### config.mk
export PLATFORM = sky130hd
export DESIGN_NAME = framed_command_response_link_flat
export DESIGN_NICKNAME = d
export VERILOG_FILES = /design/src/rtl/fcrl_pkg.sv /design/src/rtl/fcrl_if.sv /design/src/rtl/fcrl_frame_tx.sv /design/src/rtl/fcrl_exch_ctrl.sv /design/src/rtl/framed_command_response_link.sv /design/src/flat_wrapper.sv
export SDC_FILE = /design/constraint.sdc
export NUM_CORES = 1
export LEC_CHECK = 0
export ABC_AREA = 1
export BUFFER_PORTS_ARGS = -buffer_cell sky130_fd_sc_hd__buf_2
export CORE_MARGIN = 4
export CORE_UTILIZATION = 40
export CTS_CLUSTER_DIAMETER = 60
export DETAILED_ROUTE_END_ITERATION = 8
export PLACE_DENSITY = 0.66
export SLEW_MARGIN = 40
export SYNTH_ARGS = -nofsm -noshare
export SYNTH_HDL_FRONTEND = slang
export SYNTH_SLANG_ARGS = --single-unit
### constraint.sdc
create_clock -name clock -period 10.9 [get_ports clock]
set_input_delay 2.18 -clock clock [delete_from_list [all_inputs] [get_ports clock]]
set_output_delay 2.18 -clock clock [all_outputs]
set_load 0.05 [all_outputs]
### src/rtl/fcrl_pkg.sv
// Shared types, codes and default constants for the framed command/response link.
// No dependencies; fcrl_frame_tx, fcrl_exch_ctrl and the top level import this package.
package fcrl_pkg;

   // default build constants
   localparam int PAYLOAD_LEN_DEF    = 5;
   localparam int RESPONSE_LEN_DEF   = 8;
   localparam int TICKS_PER_UNIT_DEF = 120000;

   // fixed widths
   localparam int PAYLOAD_MAX = 5;
   localparam int TIME_W      = 25;
   localparam int TICKS_W     = 17;
   localparam int CSR_AW      = 3;
   localparam int CSR_DW      = 32;

   typedef logic [7:0] byte_type;

   // request kinds
   localparam logic [1:0] OP_SEND = 2'd0;
   localparam logic [1:0] OP_BYTE = 2'd1;
   localparam logic [1:0] OP_TICK = 2'd2;

   // result kinds
   localparam logic KIND_TX     = 1'b0;
   localparam logic KIND_STATUS = 1'b1;

   // exchange status codes
   localparam logic [1:0] ST_OK      = 2'd0;
   localparam logic [1:0] ST_FRAME   = 2'd1;
   localparam logic [1:0] ST_TIMEOUT = 2'd2;

   // register indexes
   localparam logic REG_HEAD = 1'b0;
   localparam logic REG_TAIL = 1'b1;

   // one request as held in the input register
   typedef struct packed {
      logic [1:0] op;
      byte_type   cmd_byte;
      byte_type   param_one;
      byte_type   param_two;
      byte_type   param_three;
      byte_type   param_four;
      byte_type   wait_units;
      byte_type   rx_byte;
   } req_item_type;

   // status result offered by the exchange controller
   typedef struct packed {
      logic       emit;
      logic [1:0] status;
      byte_type   saved_two;
      byte_type   saved_three;
      byte_type   saved_four;
   } ctrl_result_type;

   // transmit byte offered by the frame sender
   typedef struct packed {
      byte_type tx_byte;
      logic     last;
   } tx_result_type;

endpackage

### src/rtl/fcrl_if.sv
// Valid/ready channel interfaces for requests and results of the link.
// No dependencies.
interface fcrl_req_if;
   logic       valid;
   logic       ready;
   logic [1:0] op;
   logic [7:0] cmd_byte;
   logic [7:0] param_one;
   logic [7:0] param_two;
   logic [7:0] param_three;
   logic [7:0] param_four;
   logic [7:0] wait_units;
   logic [7:0] rx_byte;

   modport source (output valid, op, cmd_byte, param_one, param_two, param_three,
                   param_four, wait_units, rx_byte, input ready);
   modport sink (input valid, op, cmd_byte, param_one, param_two, param_three,
                 param_four, wait_units, rx_byte, output ready);
endinterface

interface fcrl_rsp_if;
   logic       valid;
   logic       ready;
   logic       kind;
   logic [7:0] tx_byte;
   logic       last;
   logic [1:0] status;
   logic [7:0] resp_byte_two;
   logic [7:0] resp_byte_three;
   logic [7:0] resp_byte_four;

   modport source (output valid, kind, tx_byte, last, status, resp_byte_two,
                   resp_byte_three, resp_byte_four, input ready);
   modport sink (input valid, kind, tx_byte, last, status, resp_byte_two,
                 resp_byte_three, resp_byte_four, output ready);
endinterface

### src/rtl/fcrl_frame_tx.sv
// Frame sender: steps through header, payload, checksum and tail of a send request.
// Depends on fcrl_pkg.
module fcrl_frame_tx #(
   parameter int PAYLOAD_LEN = 5
) (
   input  logic                   clock,
   input  logic                   reset,
   input  fcrl_pkg::req_item_type item,
   input  fcrl_pkg::byte_type     head_byte,
   input  fcrl_pkg::byte_type     tail_byte,
   input  logic                   advance,
   output fcrl_pkg::tx_result_type tx
);
   import fcrl_pkg::*;

   localparam int FRAME_LEN = PAYLOAD_LEN + 3;
   localparam int IDX_W     = $clog2(FRAME_LEN);

   logic [IDX_W-1:0] idx_ff, idx_in;
   byte_type         payload [PAYLOAD_MAX];
   byte_type         sum;
   logic             at_last;

   // payload bytes in send order
   assign payload[0] = item.cmd_byte;
   assign payload[1] = item.param_one;
   assign payload[2] = item.param_two;
   assign payload[3] = item.param_three;
   assign payload[4] = item.param_four;

   // XOR checksum over the PAYLOAD_LEN payload bytes actually sent
   always_comb begin
      sum = '0;
      for (int i = 0; i < PAYLOAD_LEN; i++) begin
         sum = sum ^ payload[i];
      end
   end

   assign at_last = (idx_ff == IDX_W'(FRAME_LEN - 1));

   // byte selection for the current position
   always_comb begin
      tx.last = at_last;
      if (idx_ff == '0) begin
         tx.tx_byte = head_byte;
      end else if (idx_ff == IDX_W'(PAYLOAD_LEN + 1)) begin
         tx.tx_byte = sum;
      end else if (at_last) begin
         tx.tx_byte = tail_byte;
      end else begin
         tx.tx_byte = '0;
         for (int i = 0; i < PAYLOAD_LEN; i++) begin
            if (idx_ff == IDX_W'(i + 1)) begin
               tx.tx_byte = payload[i];
            end
         end
      end
   end

   // position counter, wraps after the tail
   always_comb begin
      idx_in = idx_ff;
      if (advance) begin
         idx_in = at_last ? '0 : idx_ff + IDX_W'(1);
      end
   end

   always_ff @(posedge clock) begin
      if (reset) begin
         idx_ff <= '0;
      end else begin
         idx_ff <= idx_in;
      end
   end

endmodule

### src/rtl/fcrl_exch_ctrl.sv
// Exchange controller: response checking, timeout countdown and status result.
// Depends on fcrl_pkg.
module fcrl_exch_ctrl #(
   parameter int RESPONSE_LEN   = 8,
   parameter int TICKS_PER_UNIT = 120000
) (
   input  logic                      clock,
   input  logic                      reset,
   input  fcrl_pkg::req_item_type    item,
   input  fcrl_pkg::byte_type        head_byte,
   input  fcrl_pkg::byte_type        tail_byte,
   input  logic                      step,
   output fcrl_pkg::ctrl_result_type res
);
   import fcrl_pkg::*;

   localparam int CNT_W = $clog2(RESPONSE_LEN);
   localparam logic [TICKS_W-1:0] TICKS = TICKS_W'(TICKS_PER_UNIT);

   logic              waiting_ff, waiting_in;
   logic [CNT_W-1:0]  rx_count_ff, rx_count_in;
   byte_type          xor_acc_ff, xor_acc_in;
   logic [TIME_W-1:0] time_left_ff, time_left_in;
   byte_type          sent_ff, sent_in;
   logic              good_ff, good_in;
   byte_type          saved_ff [3];
   byte_type          saved_in [3];
   logic [TIME_W-1:0] time_load;
   byte_type          b;
   logic              final_pos;

   assign time_load = TIME_W'(item.wait_units) * TIME_W'(TICKS);
   assign b         = item.rx_byte;
   assign final_pos = (rx_count_ff == CNT_W'(RESPONSE_LEN - 1));

   // next exchange state and the status result for the held request
   always_comb begin
      waiting_in   = waiting_ff;
      rx_count_in  = rx_count_ff;
      xor_acc_in   = xor_acc_ff;
      time_left_in = time_left_ff;
      sent_in      = sent_ff;
      good_in      = good_ff;
      saved_in     = saved_ff;
      res          = '0;
      unique case (item.op)
         OP_SEND: begin
            waiting_in   = 1'b1;
            rx_count_in  = '0;
            xor_acc_in   = '0;
            good_in      = 1'b1;
            sent_in      = item.cmd_byte;
            saved_in     = '{default: '0};
            time_left_in = time_load;
         end
         OP_BYTE: begin
            if (waiting_ff) begin
               if (rx_count_ff == '0) begin
                  if (b != head_byte) good_in = 1'b0;
               end else if (final_pos) begin
                  if (b != tail_byte) good_in = 1'b0;
                  if (xor_acc_ff != '0) good_in = 1'b0;
               end else begin
                  if (rx_count_ff == CNT_W'(1) && b != sent_ff) good_in = 1'b0;
                  xor_acc_in = xor_acc_ff ^ b;
               end
               if (rx_count_ff == CNT_W'(2)) saved_in[0] = b;
               if (rx_count_ff == CNT_W'(3)) saved_in[1] = b;
               if (rx_count_ff == CNT_W'(4)) saved_in[2] = b;
               if (final_pos) begin
                  res.emit    = 1'b1;
                  res.status  = good_in ? ST_OK : ST_FRAME;
                  waiting_in  = 1'b0;
                  rx_count_in = '0;
               end else begin
                  rx_count_in = rx_count_ff + CNT_W'(1);
               end
            end
         end
         OP_TICK: begin
            if (waiting_ff) begin
               if (time_left_ff <= TIME_W'(1)) begin
                  time_left_in = '0;
                  res.emit     = 1'b1;
                  res.status   = ST_TIMEOUT;
                  waiting_in   = 1'b0;
                  rx_count_in  = '0;
               end else begin
                  time_left_in = time_left_ff - TIME_W'(1);
               end
            end
         end
         default: begin
         end
      endcase
      res.saved_two   = saved_in[0];
      res.saved_three = saved_in[1];
      res.saved_four  = saved_in[2];
   end

   // state update when the held request is retired
   always_ff @(posedge clock) begin
      if (reset) begin
         waiting_ff   <= 1'b0;
         rx_count_ff  <= '0;
         xor_acc_ff   <= '0;
         time_left_ff <= '0;
         sent_ff      <= '0;
         good_ff      <= 1'b1;
         saved_ff     <= '{default: '0};
      end else if (step) begin
         waiting_ff   <= waiting_in;
         rx_count_ff  <= rx_count_in;
         xor_acc_ff   <= xor_acc_in;
         time_left_ff <= time_left_in;
         sent_ff      <= sent_in;
         good_ff      <= good_in;
         saved_ff     <= saved_in;
      end
   end

endmodule

### src/rtl/framed_command_response_link.sv
// Top level of the framed command/response link: request and result registers,
// register port. Depends on fcrl_pkg, fcrl_if, fcrl_frame_tx and fcrl_exch_ctrl.
//
//   channel   direction  handshake          carries
//   req_chan  in         valid/ready        send, received byte or tick
//   rsp_chan  out        valid/ready        transmit byte or exchange status
//   csr_*     in/out     psel/penable/pwrite head_byte (0x0), tail_byte (0x4)
//
// A send request holds the request register until the last of its PAYLOAD_LEN+3
// transmit bytes is loaded; other requests retire at once unless they emit a
// status into a full result register. Results pass from the request register into
// the result register, which is refilled in the cycle it is taken, so stalls on
// rsp_chan hold the request register and then req_chan. Reset is synchronous and
// clears control state and both registers to idle with no clearing pass.
module framed_command_response_link #(
   parameter int PAYLOAD_LEN    = fcrl_pkg::PAYLOAD_LEN_DEF,
   parameter int RESPONSE_LEN   = fcrl_pkg::RESPONSE_LEN_DEF,
   parameter int TICKS_PER_UNIT = fcrl_pkg::TICKS_PER_UNIT_DEF
) (
   input  logic        clock,
   input  logic        reset,
   fcrl_req_if.sink    req_chan,
   fcrl_rsp_if.source  rsp_chan,
   input  logic        csr_psel,
   input  logic        csr_penable,
   input  logic        csr_pwrite,
   input  logic [2:0]  csr_paddr,
   input  logic [31:0] csr_pwdata,
   output logic [31:0] csr_prdata,
   output logic        csr_pready
);
   import fcrl_pkg::*;

   byte_type        head_ff, tail_ff;
   req_item_type    item_ff;
   logic            item_valid_ff, item_valid_in;
   logic            out_valid_ff, out_valid_in;
   logic            out_kind_ff, out_last_ff;
   byte_type        out_tx_ff, out_two_ff, out_three_ff, out_four_ff;
   logic [1:0]      out_status_ff;
   logic            out_space, is_send, step, out_load, take_req;
   ctrl_result_type ctrl_res;
   tx_result_type   tx_res;

   // register port
   assign csr_pready = 1'b1;
   assign csr_prdata = CSR_DW'((csr_paddr[2] == REG_TAIL) ? tail_ff : head_ff);

   always_ff @(posedge clock) begin
      if (reset) begin
         head_ff <= '0;
         tail_ff <= '0;
      end else if (csr_psel && csr_penable && csr_pwrite) begin
         unique case (csr_paddr[2])
            REG_HEAD: head_ff <= csr_pwdata[7:0];
            REG_TAIL: tail_ff <= csr_pwdata[7:0];
            default:  begin end
         endcase
      end
   end

   // retire control for the held request
   assign out_space = !out_valid_ff || rsp_chan.ready;
   assign is_send   = (item_ff.op == OP_SEND);
   assign out_load  = item_valid_ff && out_space && (is_send || ctrl_res.emit);
   assign step      = item_valid_ff &&
                      (is_send ? (out_space && tx_res.last) : (out_space || !ctrl_res.emit));
   assign take_req  = req_chan.valid && req_chan.ready;
   assign req_chan.ready = !item_valid_ff || step;

   // request register
   always_comb begin
      item_valid_in = item_valid_ff;
      if (take_req) begin
         item_valid_in = 1'b1;
      end else if (step) begin
         item_valid_in = 1'b0;
      end
   end

   always_ff @(posedge clock) begin
      if (reset) begin
         item_valid_ff <= 1'b0;
      end else begin
         item_valid_ff <= item_valid_in;
      end
   end

   always_ff @(posedge clock) begin
      if (take_req) begin
         item_ff.op          <= req_chan.op;
         item_ff.cmd_byte    <= req_chan.cmd_byte;
         item_ff.param_one   <= req_chan.param_one;
         item_ff.param_two   <= req_chan.param_two;
         item_ff.param_three <= req_chan.param_three;
         item_ff.param_four  <= req_chan.param_four;
         item_ff.wait_units  <= req_chan.wait_units;
         item_ff.rx_byte     <= req_chan.rx_byte;
      end
   end

   // frame sender
   fcrl_frame_tx #(
      .PAYLOAD_LEN (PAYLOAD_LEN)
   ) u_frame_tx (
      .clock     (clock),
      .reset     (reset),
      .item      (item_ff),
      .head_byte (head_ff),
      .tail_byte (tail_ff),
      .advance   (item_valid_ff && is_send && out_space),
      .tx        (tx_res)
   );

   // exchange controller
   fcrl_exch_ctrl #(
      .RESPONSE_LEN   (RESPONSE_LEN),
      .TICKS_PER_UNIT (TICKS_PER_UNIT)
   ) u_exch_ctrl (
      .clock     (clock),
      .reset     (reset),
      .item      (item_ff),
      .head_byte (head_ff),
      .tail_byte (tail_ff),
      .step      (step),
      .res       (ctrl_res)
   );

   // result register
   always_comb begin
      out_valid_in = out_valid_ff;
      if (out_load) begin
         out_valid_in = 1'b1;
      end else if (rsp_chan.ready) begin
         out_valid_in = 1'b0;
      end
   end

   always_ff @(posedge clock) begin
      if (reset) begin
         out_valid_ff <= 1'b0;
      end else begin
         out_valid_ff <= out_valid_in;
      end
   end

   always_ff @(posedge clock) begin
      if (out_load) begin
         if (is_send) begin
            out_kind_ff   <= KIND_TX;
            out_tx_ff     <= tx_res.tx_byte;
            out_last_ff   <= tx_res.last;
            out_status_ff <= ST_OK;
            out_two_ff    <= '0;
            out_three_ff  <= '0;
            out_four_ff   <= '0;
         end else begin
            out_kind_ff   <= KIND_STATUS;
            out_tx_ff     <= '0;
            out_last_ff   <= 1'b1;
            out_status_ff <= ctrl_res.status;
            out_two_ff    <= ctrl_res.saved_two;
            out_three_ff  <= ctrl_res.saved_three;
            out_four_ff   <= ctrl_res.saved_four;
         end
      end
   end

   assign rsp_chan.valid           = out_valid_ff;
   assign rsp_chan.kind            = out_kind_ff;
   assign rsp_chan.tx_byte         = out_tx_ff;
   assign rsp_chan.last            = out_last_ff;
   assign rsp_chan.status          = out_status_ff;
   assign rsp_chan.resp_byte_two   = out_two_ff;
   assign rsp_chan.resp_byte_three = out_three_ff;
   assign rsp_chan.resp_byte_four  = out_four_ff;

endmodule
### src/flat_wrapper.sv
// flat-port wrapper written by rule: the top's interface ports become plain ports
module framed_command_response_link_flat import fcrl_pkg::*;
#(
   parameter int PAYLOAD_LEN    = fcrl_pkg::PAYLOAD_LEN_DEF,
   parameter int RESPONSE_LEN   = fcrl_pkg::RESPONSE_LEN_DEF,
   parameter int TICKS_PER_UNIT = fcrl_pkg::TICKS_PER_UNIT_DEF
)
  (clock, reset, csr_psel, csr_penable, csr_pwrite, csr_paddr, csr_pwdata, csr_prdata, csr_pready, req_chan_valid, req_chan_op, req_chan_cmd_byte, req_chan_param_one, req_chan_param_two, req_chan_param_three, req_chan_param_four, req_chan_wait_units, req_chan_rx_byte, req_chan_ready, rsp_chan_valid, rsp_chan_kind, rsp_chan_tx_byte, rsp_chan_last, rsp_chan_status, rsp_chan_resp_byte_two, rsp_chan_resp_byte_three, rsp_chan_resp_byte_four, rsp_chan_ready);
  fcrl_req_if req_chan_i ();
  fcrl_rsp_if rsp_chan_i ();
  input  logic clock;
  input  logic reset;
  input  logic csr_psel;
  input  logic csr_penable;
  input  logic csr_pwrite;
  input  logic [2:0] csr_paddr;
  input  logic [31:0] csr_pwdata;
  output logic [31:0] csr_prdata;
  output logic csr_pready;
  input wire logic [$bits(req_chan_i.valid)-1:0] req_chan_valid;
  input wire logic [$bits(req_chan_i.op)-1:0] req_chan_op;
  input wire logic [$bits(req_chan_i.cmd_byte)-1:0] req_chan_cmd_byte;
  input wire logic [$bits(req_chan_i.param_one)-1:0] req_chan_param_one;
  input wire logic [$bits(req_chan_i.param_two)-1:0] req_chan_param_two;
  input wire logic [$bits(req_chan_i.param_three)-1:0] req_chan_param_three;
  input wire logic [$bits(req_chan_i.param_four)-1:0] req_chan_param_four;
  input wire logic [$bits(req_chan_i.wait_units)-1:0] req_chan_wait_units;
  input wire logic [$bits(req_chan_i.rx_byte)-1:0] req_chan_rx_byte;
  output wire logic [$bits(req_chan_i.ready)-1:0] req_chan_ready;
  output wire logic [$bits(rsp_chan_i.valid)-1:0] rsp_chan_valid;
  output wire logic [$bits(rsp_chan_i.kind)-1:0] rsp_chan_kind;
  output wire logic [$bits(rsp_chan_i.tx_byte)-1:0] rsp_chan_tx_byte;
  output wire logic [$bits(rsp_chan_i.last)-1:0] rsp_chan_last;
  output wire logic [$bits(rsp_chan_i.status)-1:0] rsp_chan_status;
  output wire logic [$bits(rsp_chan_i.resp_byte_two)-1:0] rsp_chan_resp_byte_two;
  output wire logic [$bits(rsp_chan_i.resp_byte_three)-1:0] rsp_chan_resp_byte_three;
  output wire logic [$bits(rsp_chan_i.resp_byte_four)-1:0] rsp_chan_resp_byte_four;
  input wire logic [$bits(rsp_chan_i.ready)-1:0] rsp_chan_ready;
  assign req_chan_i.valid = req_chan_valid;
  assign req_chan_i.op = req_chan_op;
  assign req_chan_i.cmd_byte = req_chan_cmd_byte;
  assign req_chan_i.param_one = req_chan_param_one;
  assign req_chan_i.param_two = req_chan_param_two;
  assign req_chan_i.param_three = req_chan_param_three;
  assign req_chan_i.param_four = req_chan_param_four;
  assign req_chan_i.wait_units = req_chan_wait_units;
  assign req_chan_i.rx_byte = req_chan_rx_byte;
  assign req_chan_ready = req_chan_i.ready;
  assign rsp_chan_valid = rsp_chan_i.valid;
  assign rsp_chan_kind = rsp_chan_i.kind;
  assign rsp_chan_tx_byte = rsp_chan_i.tx_byte;
  assign rsp_chan_last = rsp_chan_i.last;
  assign rsp_chan_status = rsp_chan_i.status;
  assign rsp_chan_resp_byte_two = rsp_chan_i.resp_byte_two;
  assign rsp_chan_resp_byte_three = rsp_chan_i.resp_byte_three;
  assign rsp_chan_resp_byte_four = rsp_chan_i.resp_byte_four;
  assign rsp_chan_i.ready = rsp_chan_ready;
  framed_command_response_link #(.PAYLOAD_LEN(PAYLOAD_LEN), .RESPONSE_LEN(RESPONSE_LEN), .TICKS_PER_UNIT(TICKS_PER_UNIT)) u_core (.clock(clock), .reset(reset), .req_chan(req_chan_i), .rsp_chan(rsp_chan_i), .csr_psel(csr_psel), .csr_penable(csr_penable), .csr_pwrite(csr_pwrite), .csr_paddr(csr_paddr), .csr_pwdata(csr_pwdata), .csr_prdata(csr_prdata), .csr_pready(csr_pready));
endmodule
======== Word-level counts from Yosys, hierarchy flattened ========
Index checks and enable logic that the tools add are counted.
word-level totals
  input bits .............................. 100
  logic and storage cells ................. 150
  register bits after elaboration ......... 185
operators by class
  bitwise gates (word level) .............. 6
  equality and inequality tests ........... 22
  reductions and logical operators ........ 34
  multiplexer cells ....................... 54
  add/sub/neg operators ................... 3
  $lt $le $gt $ge ......................... 1
  $mul .................................... 1
operators with widths
  kind                                                                     number
  8-bit 2-to-1 mux                                                         15
  25-bit 2-to-1 mux                                                        2
  25-bit one-hot mux with 2 select lines                                   1
  24-bit one-hot mux with 2 select lines                                   1
  8-bit XOR                                                                5
  3-bit 2-to-1 mux                                                         9
  25-bit by 1-bit <= comparator with 1-bit output (second input constant)  1
  25-bit by 1-bit subtractor with 25-bit output (second input constant)    1
  24-bit 2-to-1 mux                                                        1
  8-bit inequality test                                                    3
  1-bit 2-to-1 mux                                                         20
  8-bit by 11-bit multiplier with 19-bit output (second input constant)    1
  3-bit == test (second input constant)                                    6
  8-bit one-hot mux with 2 select lines                                    1
  3-bit by 2-bit == test with 1-bit output (second input constant)         4
  1-bit logical AND                                                        10
  2-bit inequality test (second input constant)                            5
  5-bit AND reduction                                                      2
  3-bit one-hot mux with 3 select lines                                    1
  2-bit AND reduction                                                      4
  2-bit nonzero test                                                       4
  8-bit nonzero test                                                       1
  3-bit by 1-bit adder with 3-bit output (second input constant)           2
  3-bit by 1-bit == test with 1-bit output (second input constant)         2
  other kinds (12)                                                         19

======== Logic depth before layout (Yosys ltp) ========
Gate-level depths: netlist of run 1.
  word-level depth ........................ 18
  depth in mapped cells ................... 18

======== By module ========
From an unflattened synthesis of run 1, not the netlist that was laid out.
second synthesis, totals
  cell total of the unflattened synthesis .. 1560
  area total of the unflattened synthesis .. 11966.5 sq um
by module, submodules not included
  module                        cells an instance  seq. area each (sq um)  area an instance (sq um)  times used
  fcrl_exch_ctrl                955                1401.3                  6402.4                    1
  framed_command_response_link  312                3183.1                  4147.7                    1
  fcrl_frame_tx                 293                60.1                    1416.4                    1

======== Least setup slack after synthesis of run 1 ========
No wires, ideal clock.
  kind .................................... input -> output
  start ................................... input port csr_paddr[2]
  end ..................................... output port csr_prdata[1]
  setup slack ............................. 5.222 ns
  data arrival time ....................... 3.498 ns
  data required time ...................... 8.720 ns
  stages on the path ...................... 3
  path through ............................ inv_1 clkbuf_1 o21ai_0
between the ends
  cells in the longest elaborated chain, start to end .. 1
ends and longest elaborated chain
  what              RTL line                            text
  start, declared   flat_wrapper.sv:16                  input logic [2:0] csr_paddr;
  8-bit 2-to-1 mux  framed_command_response_link.sv:47  assign csr_prdata = CSR_DW'((csr_paddr[2] == REG_TAIL) ? tail_ff : head_ff);
  end, declared     flat_wrapper.sv:18                  output logic [31:0] csr_prdata;
Every way passes these cells.

======== Worst setup path after layout of run 1 ========
  start ................................... input port csr_paddr[2]
  end ..................................... output port csr_prdata[5]
The elaborated chain is that of the path after synthesis.

==> impl_metrics.csv, run 1 <==
group,metric,value,unit
run_status,status,"finished clean",
worst_setup_path,crit_fanout,12,
timing,drv_slew,0,
power,power_leakage,0.00583,µW
logic_synthesis,synth_top_area_share,24.7,%
floorplan,die-area,31400,µm²
worst_setup_path,critical_path.top_delay_family,"buffers and inverters",
worst_setup_path,critical_path.endpoint_type,"primary output",
logic_synthesis,yosysMostFrequentCell,"nand2_1",
timing,worst_hold_slack,0.460,ns
logic_synthesis,ys_top_cells_by_area,"edfxtp_1 (25%), dfxtp_1 (16%), nand2_1 (8.8%)",
hold_path,hold_end,"u_core.u_exch_ctrl.good_ff",
timing,setup_viol,0,
run,max-cap-violations,0,
global_routing,grt-ovfl-total,0,
hold_path,min_from,"u_core.u_exch_ctrl.good_ff",
floorplan,initial_utilization,40.8,%
power,p_per_area,157,nW/µm²
logic_synthesis,synth_top_area_cell,"edfxtp_1",
clocking,worst_skew_pair.late_latency,0.44,ns
global_routing,grt_start_max_net_pins,55,
route,drc,0,
logic_synthesis,synth_common_cells,"nand2_1 (268), nor2_1 (248), inv_1 (143)",
route,ant_nets,0,
floorplan,rows,61,
finish,diodes,0,
timing,final-hold-violation-count,0,
clocking,cts_resized,0,
placement,place_inst,1885,
worst_setup_path,required,8.72,ns
finish,fin_util,45.9,%
placement,portBuffers,119,
logic_synthesis,synth_edf_count,94,
worst_setup_path,crit_buf_inv,3,
finish,syn2layout_area_growth,12.3,%
timing,setup_tns,0,ns
route,drt-total-wl,27.9,mm
route,firstDrtPassIters,5,
timing,timing.final.crit_period,5.38,ns
clocking,clockBufferDepth,2,
floorplan,die_x,177,µm
placement,dpl_worst_slack,5.56,ns
hold_path,min_path_type,"reg -> reg",
worst_setup_path,reg2reg_slack,6.60,ns
clocking,clockRootBuffer,"clkbuf_16",
placement,gp_routability_congestion,0.880,
clocking,cts_buffers,17,
worst_setup_path,slowest_stage,"o21ai_0",
global_routing,grt_pass1_wl,46.0,mm
timing,fmax,186,MHz
timing,post-route-period-util,49.4,%
timing,slew_headroom,48.7,%
worst_setup_path,cp_cell_sequence,"buf_2 -> inv_1 -> o21ai_0 -> buf_2",
worst_setup_path,startpoint_type,"primary input",
timing,setup_slack,5.52,ns
clocking,cts_tree,"yes",
worst_setup_path,criticalPathCategory,"in -> out",
clocking,h-tree-depth,4,
logic_synthesis,yosysUniqueCellTypes,39,
clocking,holdBufCountCts,0,
placement,dp_hpwl,20.9,mm
worst_setup_path,reg2reg_depth,18,
floorplan,die_y,177,µm
logic_synthesis,synthCells,1438,
timing,worst_pin_slew,0.769,ns
power,vdd_drop_max,0.000104,V
worst_setup_path,arrival,3.20,ns
clocking,cts.sinks,185,
logic_synthesis,syn_area,11400,µm²
route,via_per_inst,4.90,
finish,final_layout_size_suffix_gt1_share,11.6,%
logic_synthesis,async_flop_share,0,%
global_routing,antenna_found_initial,1,
clocking,clk_pin_slew,0.08,ns
route,avgRoutedWirePerCell,14.5,µm
logic_synthesis,ys_seq_area_share,40.6,%
clocking,post_cts.repair.setup_buffers,0,
worst_setup_path,slowest_delay,0.33,ns
global_routing,grt_usage,18.0,%
hold_path,hold_depth,2,
route,vias,9387,
global_routing,grt_pass1_vias,9204,
logic_synthesis,synth_ff_type,"edfxtp_1",
logic_synthesis,ys_ff_latch,185,
timing,finalClockSkew,0.0125,ns
finish,instances_no_fill,1917,
floorplan,ios,171,
worst_setup_path,rr_startpoint,"u_core.item_ff[10]",
logic_synthesis,avgSynthCellArea,7.96,µm²
timing,rsz0062_at_grt,"no",
route,drt_iter0_drc,685,
worst_setup_path,path_common_cell,"buf_2",
logic_synthesis,ys_warn_count,0,
worst_setup_path,reg2reg_to,"u_core.u_exch_ctrl.time_left_ff[19]",
floorplan,core_area,28000,µm²
finish,layout.nets,1716,
[where the power goes]
| group | switching [µW] | total (µW) | internal [µW] |
|---|---|---|---|
| clock network | 319 | 635 | 315 |
| registers | 29.7 | 794 | 764 |
| logic | 380 | 585 | 205 |
| total | 730 | 2010 | 1280 |
[layout by cell type, fill, tap and decap left out, types with 16 or more instances in the layout]
cell       instances
nand2_1          268
nor2_1           247
inv_1            140
buf_2            119
edfxtp_1          94
dfxtp_1           91
a21oi_1           85
o21ai_0           75
ha_1              68
nand3_1           56
nand4_1           38
xor2_1            36
xnor2_1           32
conb_1            25
a22oi_1           22
fa_1              22
clkbuf_16         17
clkinv_1          16
[state kept, by name (all words and copies together), names as in the netlist, 2 cells and up]
register,cells
u_core.rsp_chan.tx_byte,8
u_core.item_ff,58
u_core.u_exch_ctrl.xor_acc_ff,8
u_core.rsp_chan.resp_byte_three,8
u_core.rsp_chan.status,2
u_core.tail_ff,8
u_core.u_exch_ctrl.saved_ff,24
u_core.rsp_chan.resp_byte_four,8
u_core.head_ff,8
u_core.u_exch_ctrl.time_left_ff,25
u_core.rsp_chan.resp_byte_two,8
u_core.u_frame_tx.idx_ff,3
u_core.u_exch_ctrl.sent_ff,8
u_core.u_exch_ctrl.rx_count_ff,3
[worst max path at each step]
stage / start / slack (ns) / depth (start not counted) / endpoint
finish: csr_paddr[2] / 5.52 / 4 / csr_prdata[5]
global route: csr_paddr[2] / 5.45 / 4 / csr_prdata[5]
CTS: csr_paddr[2] / 5.55 / 4 / csr_prdata[5]
detailed placement: csr_paddr[2] / 5.56 / 4 / csr_prdata[5]
global placement: csr_paddr[2] / 5.54 / 4 / csr_prdata[5]
floorplan: csr_paddr[2] / 5.22 / 3 / csr_prdata[1]
[logic make-up (layout without fill, tap and decap cells)]
logic type | count (synthesis) | count (layout) | synth area share [%]
DFF | 185 | 185 | 40.6
other | 2 | 25 | 0.0656
xor gates and xnor gates | 68 | 68 | 5.21
AOI/OAI and AO/OA | 209 | 209 | 10.1
buffers and inverters | 238 | 316 | 8.96
adders and majority gates | 90 | 90 | 11.3
and+or+nand+nor | 646 | 646 | 23.7
[per-layer routing]
metal  track usage [%]  vias up  routed length (µm)
li1                  -     4819                   -
met1              23.7     4300               12500
met2              30.8      236               13300
met3              3.18       30                1500
met4              4.90        2                 457
met5                 0        -                  19
[worst min-delay path: cells and delay by family, from the launching register on]
| kind | cells | cell delay (ns) |
|---|---|---|
| AND/OR/NAND/NOR | 2 | 0.10 |
| flip-flops | 1 | 0.33 |
[through the flow]
step                instance area, µm²  total power (µW)
global placement                 12200              1390
finish                           12800              2010
floorplan                        11500              1260
CTS                              12800              2030
detailed placement               12200              1390
global route                     12800              2150
[area by class of cell]
type	count	area, µm²
Multi-Input combinational cell	1038	5870
Clock buffer	17	425
Tap cell	378	473
Sequential cell	185	4640
Clock inverter	15	195
Timing Repair Buffer	126	648
Inverter	158	593
Fill cell	2736	15200
No activity file was read; power rests on OpenSTA's default activity.
==> run 2, diff against run 1 <==
--- a/config.mk
+++ b/config.mk
@@ -11,7 +11,7 @@
 export CORE_UTILIZATION = 40
 export CTS_CLUSTER_DIAMETER = 60
 export DETAILED_ROUTE_END_ITERATION = 8
-export PLACE_DENSITY = 0.66
+export PLACE_DENSITY = 0.69
 export SLEW_MARGIN = 40
 export SYNTH_ARGS = -nofsm -noshare
 export SYNTH_HDL_FRONTEND = slang
==> constraint.sdc (replaced) <==
create_clock -name clock -period 4.85 [get_ports clock]
set_input_delay 0.97 -clock clock [delete_from_list [all_inputs] [get_ports clock]]
set_output_delay 0.97 -clock clock [all_outputs]
set_load 0.05 [all_outputs]
==> impl_metrics.csv, run 2 (synthesis gave the netlist of run 1 again) <==
group,metric,value,unit
run_status,status,"finished clean",
power,p_int,3010,µW
worst_setup_path,criticalPathCategory,"reg -> reg",
timing,worst_hold_slack,0.471,ns
power,vdd_drop_max,0.000218,V
finish,syn2layout_area_growth,12.7,%
timing,worst_pin_slew,0.781,ns
route,vias,9662,
clocking,cts_resized,0,
finish,layout.nets,1716,
timing,fmax,234,MHz
power,power_leakage,0.00585,µW
power,p_switching,1630,µW
timing,slew_headroom,47.9,%
clocking,clockBufferDepth,2,
finish,layout_common_cells,"nand2_1 (268), nor2_1 (247), inv_1 (140)",
timing,post-route-period-util,88.2,%
floorplan,die_y,177,µm
route,firstDrtPassIters,5,
route,via_per_inst,5.04,
route,ant_nets,0,
clocking,holdBufCountCts,0,
clocking,h-tree-depth,4,
clocking,clockRootBuffer,"clkbuf_16",
timing,setup_viol,0,
floorplan,die_x,177,µm
power,pwr-share-comb,28.5,%
global_routing,grt_start_max_net_pins,52,
finish,final_layout_size_suffix_gt1_share,11.6,%
power,p_per_area,360,nW/µm²
placement,dpl-instance-area,12200,µm²
worst_setup_path,startpoint_type,"register",
clocking,clk_pin_slew,0.08,ns
worst_setup_path,critical_path.endpoint_type,"register",
worst_setup_path,required,5.19,ns
route,drt-total-wl,27.9,mm
route,avgRoutedWirePerCell,14.6,µm
worst_setup_path,crit_fanout,6,
finish,fin_area,12900,µm²
global_routing,grt_pass1_vias,9188,
timing,rsz0062_at_grt,"no",
floorplan,initial_utilization,40.8,%
route,drt_iter0_drc,689,
global_routing,grt_pass1_wl,45.8,mm
power,swShare,35.1,%
global_routing,grt_usage,17.9,%
timing,setup_tns,0,ns
floorplan,core_area,28000,µm²
hold_path,min_path_type,"reg -> reg",
timing,timing.final.crit_period,4.28,ns
clocking,worst_skew_pair.late_latency,0.44,ns
timing,final-hold-violation-count,0,
finish,fillers,2716,
global_routing,antenna_found_initial,0,
finish,fin_util,46.0,%
placement,dp_hpwl,20.8,mm
clocking,cts_buffers,17,
finish,largest_reg_flops,58,
worst_setup_path,arrival,4.62,ns
clocking,post_cts.repair.setup_buffers,0,
floorplan,rows,61,
route,drc,0,
timing,finalClockSkew,0.0134,ns
finish,largest_register,"u_core.item_ff",
power,pwr-share-clk,33.1,%
timing,drv_slew,0,
run,max-cap-violations,0,
placement,portBuffers,119,
floorplan,die-area,31400,µm²
clocking,cts.sinks,185,
finish,final_common_cell,"nand2_1",
finish,top_regs,"u_core.item_ff (58), u_core.u_exch_ctrl.time_left_ff (25), u_core.u_exch_ctrl.saved_ff (24)",
placement,gp_routability_congestion,0.896,
floorplan,ios,171,
global_routing,grt-ovfl-total,0,
clocking,cts_tree,"yes",
power,seq_power_share,38.5,%
run 2: final timing paths:
| path | from | to | slack, ns | cells after the start |
|---|---|---|---|---|
| min | u_core.u_exch_ctrl.good_ff | u_core.u_exch_ctrl.good_ff | 0.47 | 2 |
| min reg2reg | u_core.u_exch_ctrl.good_ff | u_core.u_exch_ctrl.good_ff | 0.47 | 2 |
| max | u_core.item_ff[10] | u_core.u_exch_ctrl.time_left_ff[19] | 0.57 | 18 |
| max reg2reg | u_core.item_ff[10] | u_core.u_exch_ctrl.time_left_ff[19] | 0.57 | 18 |
run 2: per-stage QoR:
step / worst slack [ns] / std cells / total power, µW
after floorplan: 0.937 / 1461 / 2830
after global routing: 0.222 / 1917 / 4920
after detailed placement: 0.586 / 1885 / 3120
after CTS: 0.574 / 1917 / 4650
final: 0.572 / 1918 / 4640
after global placement: 0.614 / 1885 / 3100
run 2: power by group through the flow:
stage	registers, µW	logic, µW	clock network, µW
2_1_floorplan	1810	1020	0
3_3_place_gp	1820	1280	0
3_5_place_dp	1820	1300	0
4_1_cts	1780	1320	1550
5_1_grt	1790	1510	1610
6_report	1780	1320	1540
run 2: cell type report:
class	count	area (µm²)	share of cell area [%]
Multi-Input combinational cell	1038	5870	45.5
Tap cell	378	473	3.67
Clock inverter	14	215	1.67
Inverter	158	596	4.62
Sequential cell	185	4640	36.0
Antenna cell	1	2.50	0.0194
Clock buffer	18	450	3.49
Timing Repair Buffer	126	648	5.03
run 2: critical path, stage by stage (launching register included):
cell	delay [ns]
edfxtp_1	0.52
fa_1	0.60
fa_1	0.45
fa_1	0.55
inv_1	0.06
fa_1	0.53
inv_1	0.04
ha_1	0.37
nand2_1	0.11
nor2_1	0.21
nand3_1	0.10
nand3_1	0.12
nand2_1	0.05
nand2_1	0.06
nor2_1	0.08
nor2_1	0.11
nand4_1	0.09
nand2_1	0.09
nor2_1	0.04
run 2: routing by layer:
| layer | track usage (%) | wire length (µm) | vias to the layer above |
|---|---|---|---|
| met4 | 5.90 | 708 | 0 |
| met2 | 29.6 | 13300 | 284 |
| met3 | 2.91 | 1560 | 41 |
| li1 | - | - | 4834 |
| met5 | 0 | 0 | - |
| met1 | 23.9 | 12400 | 4503 |
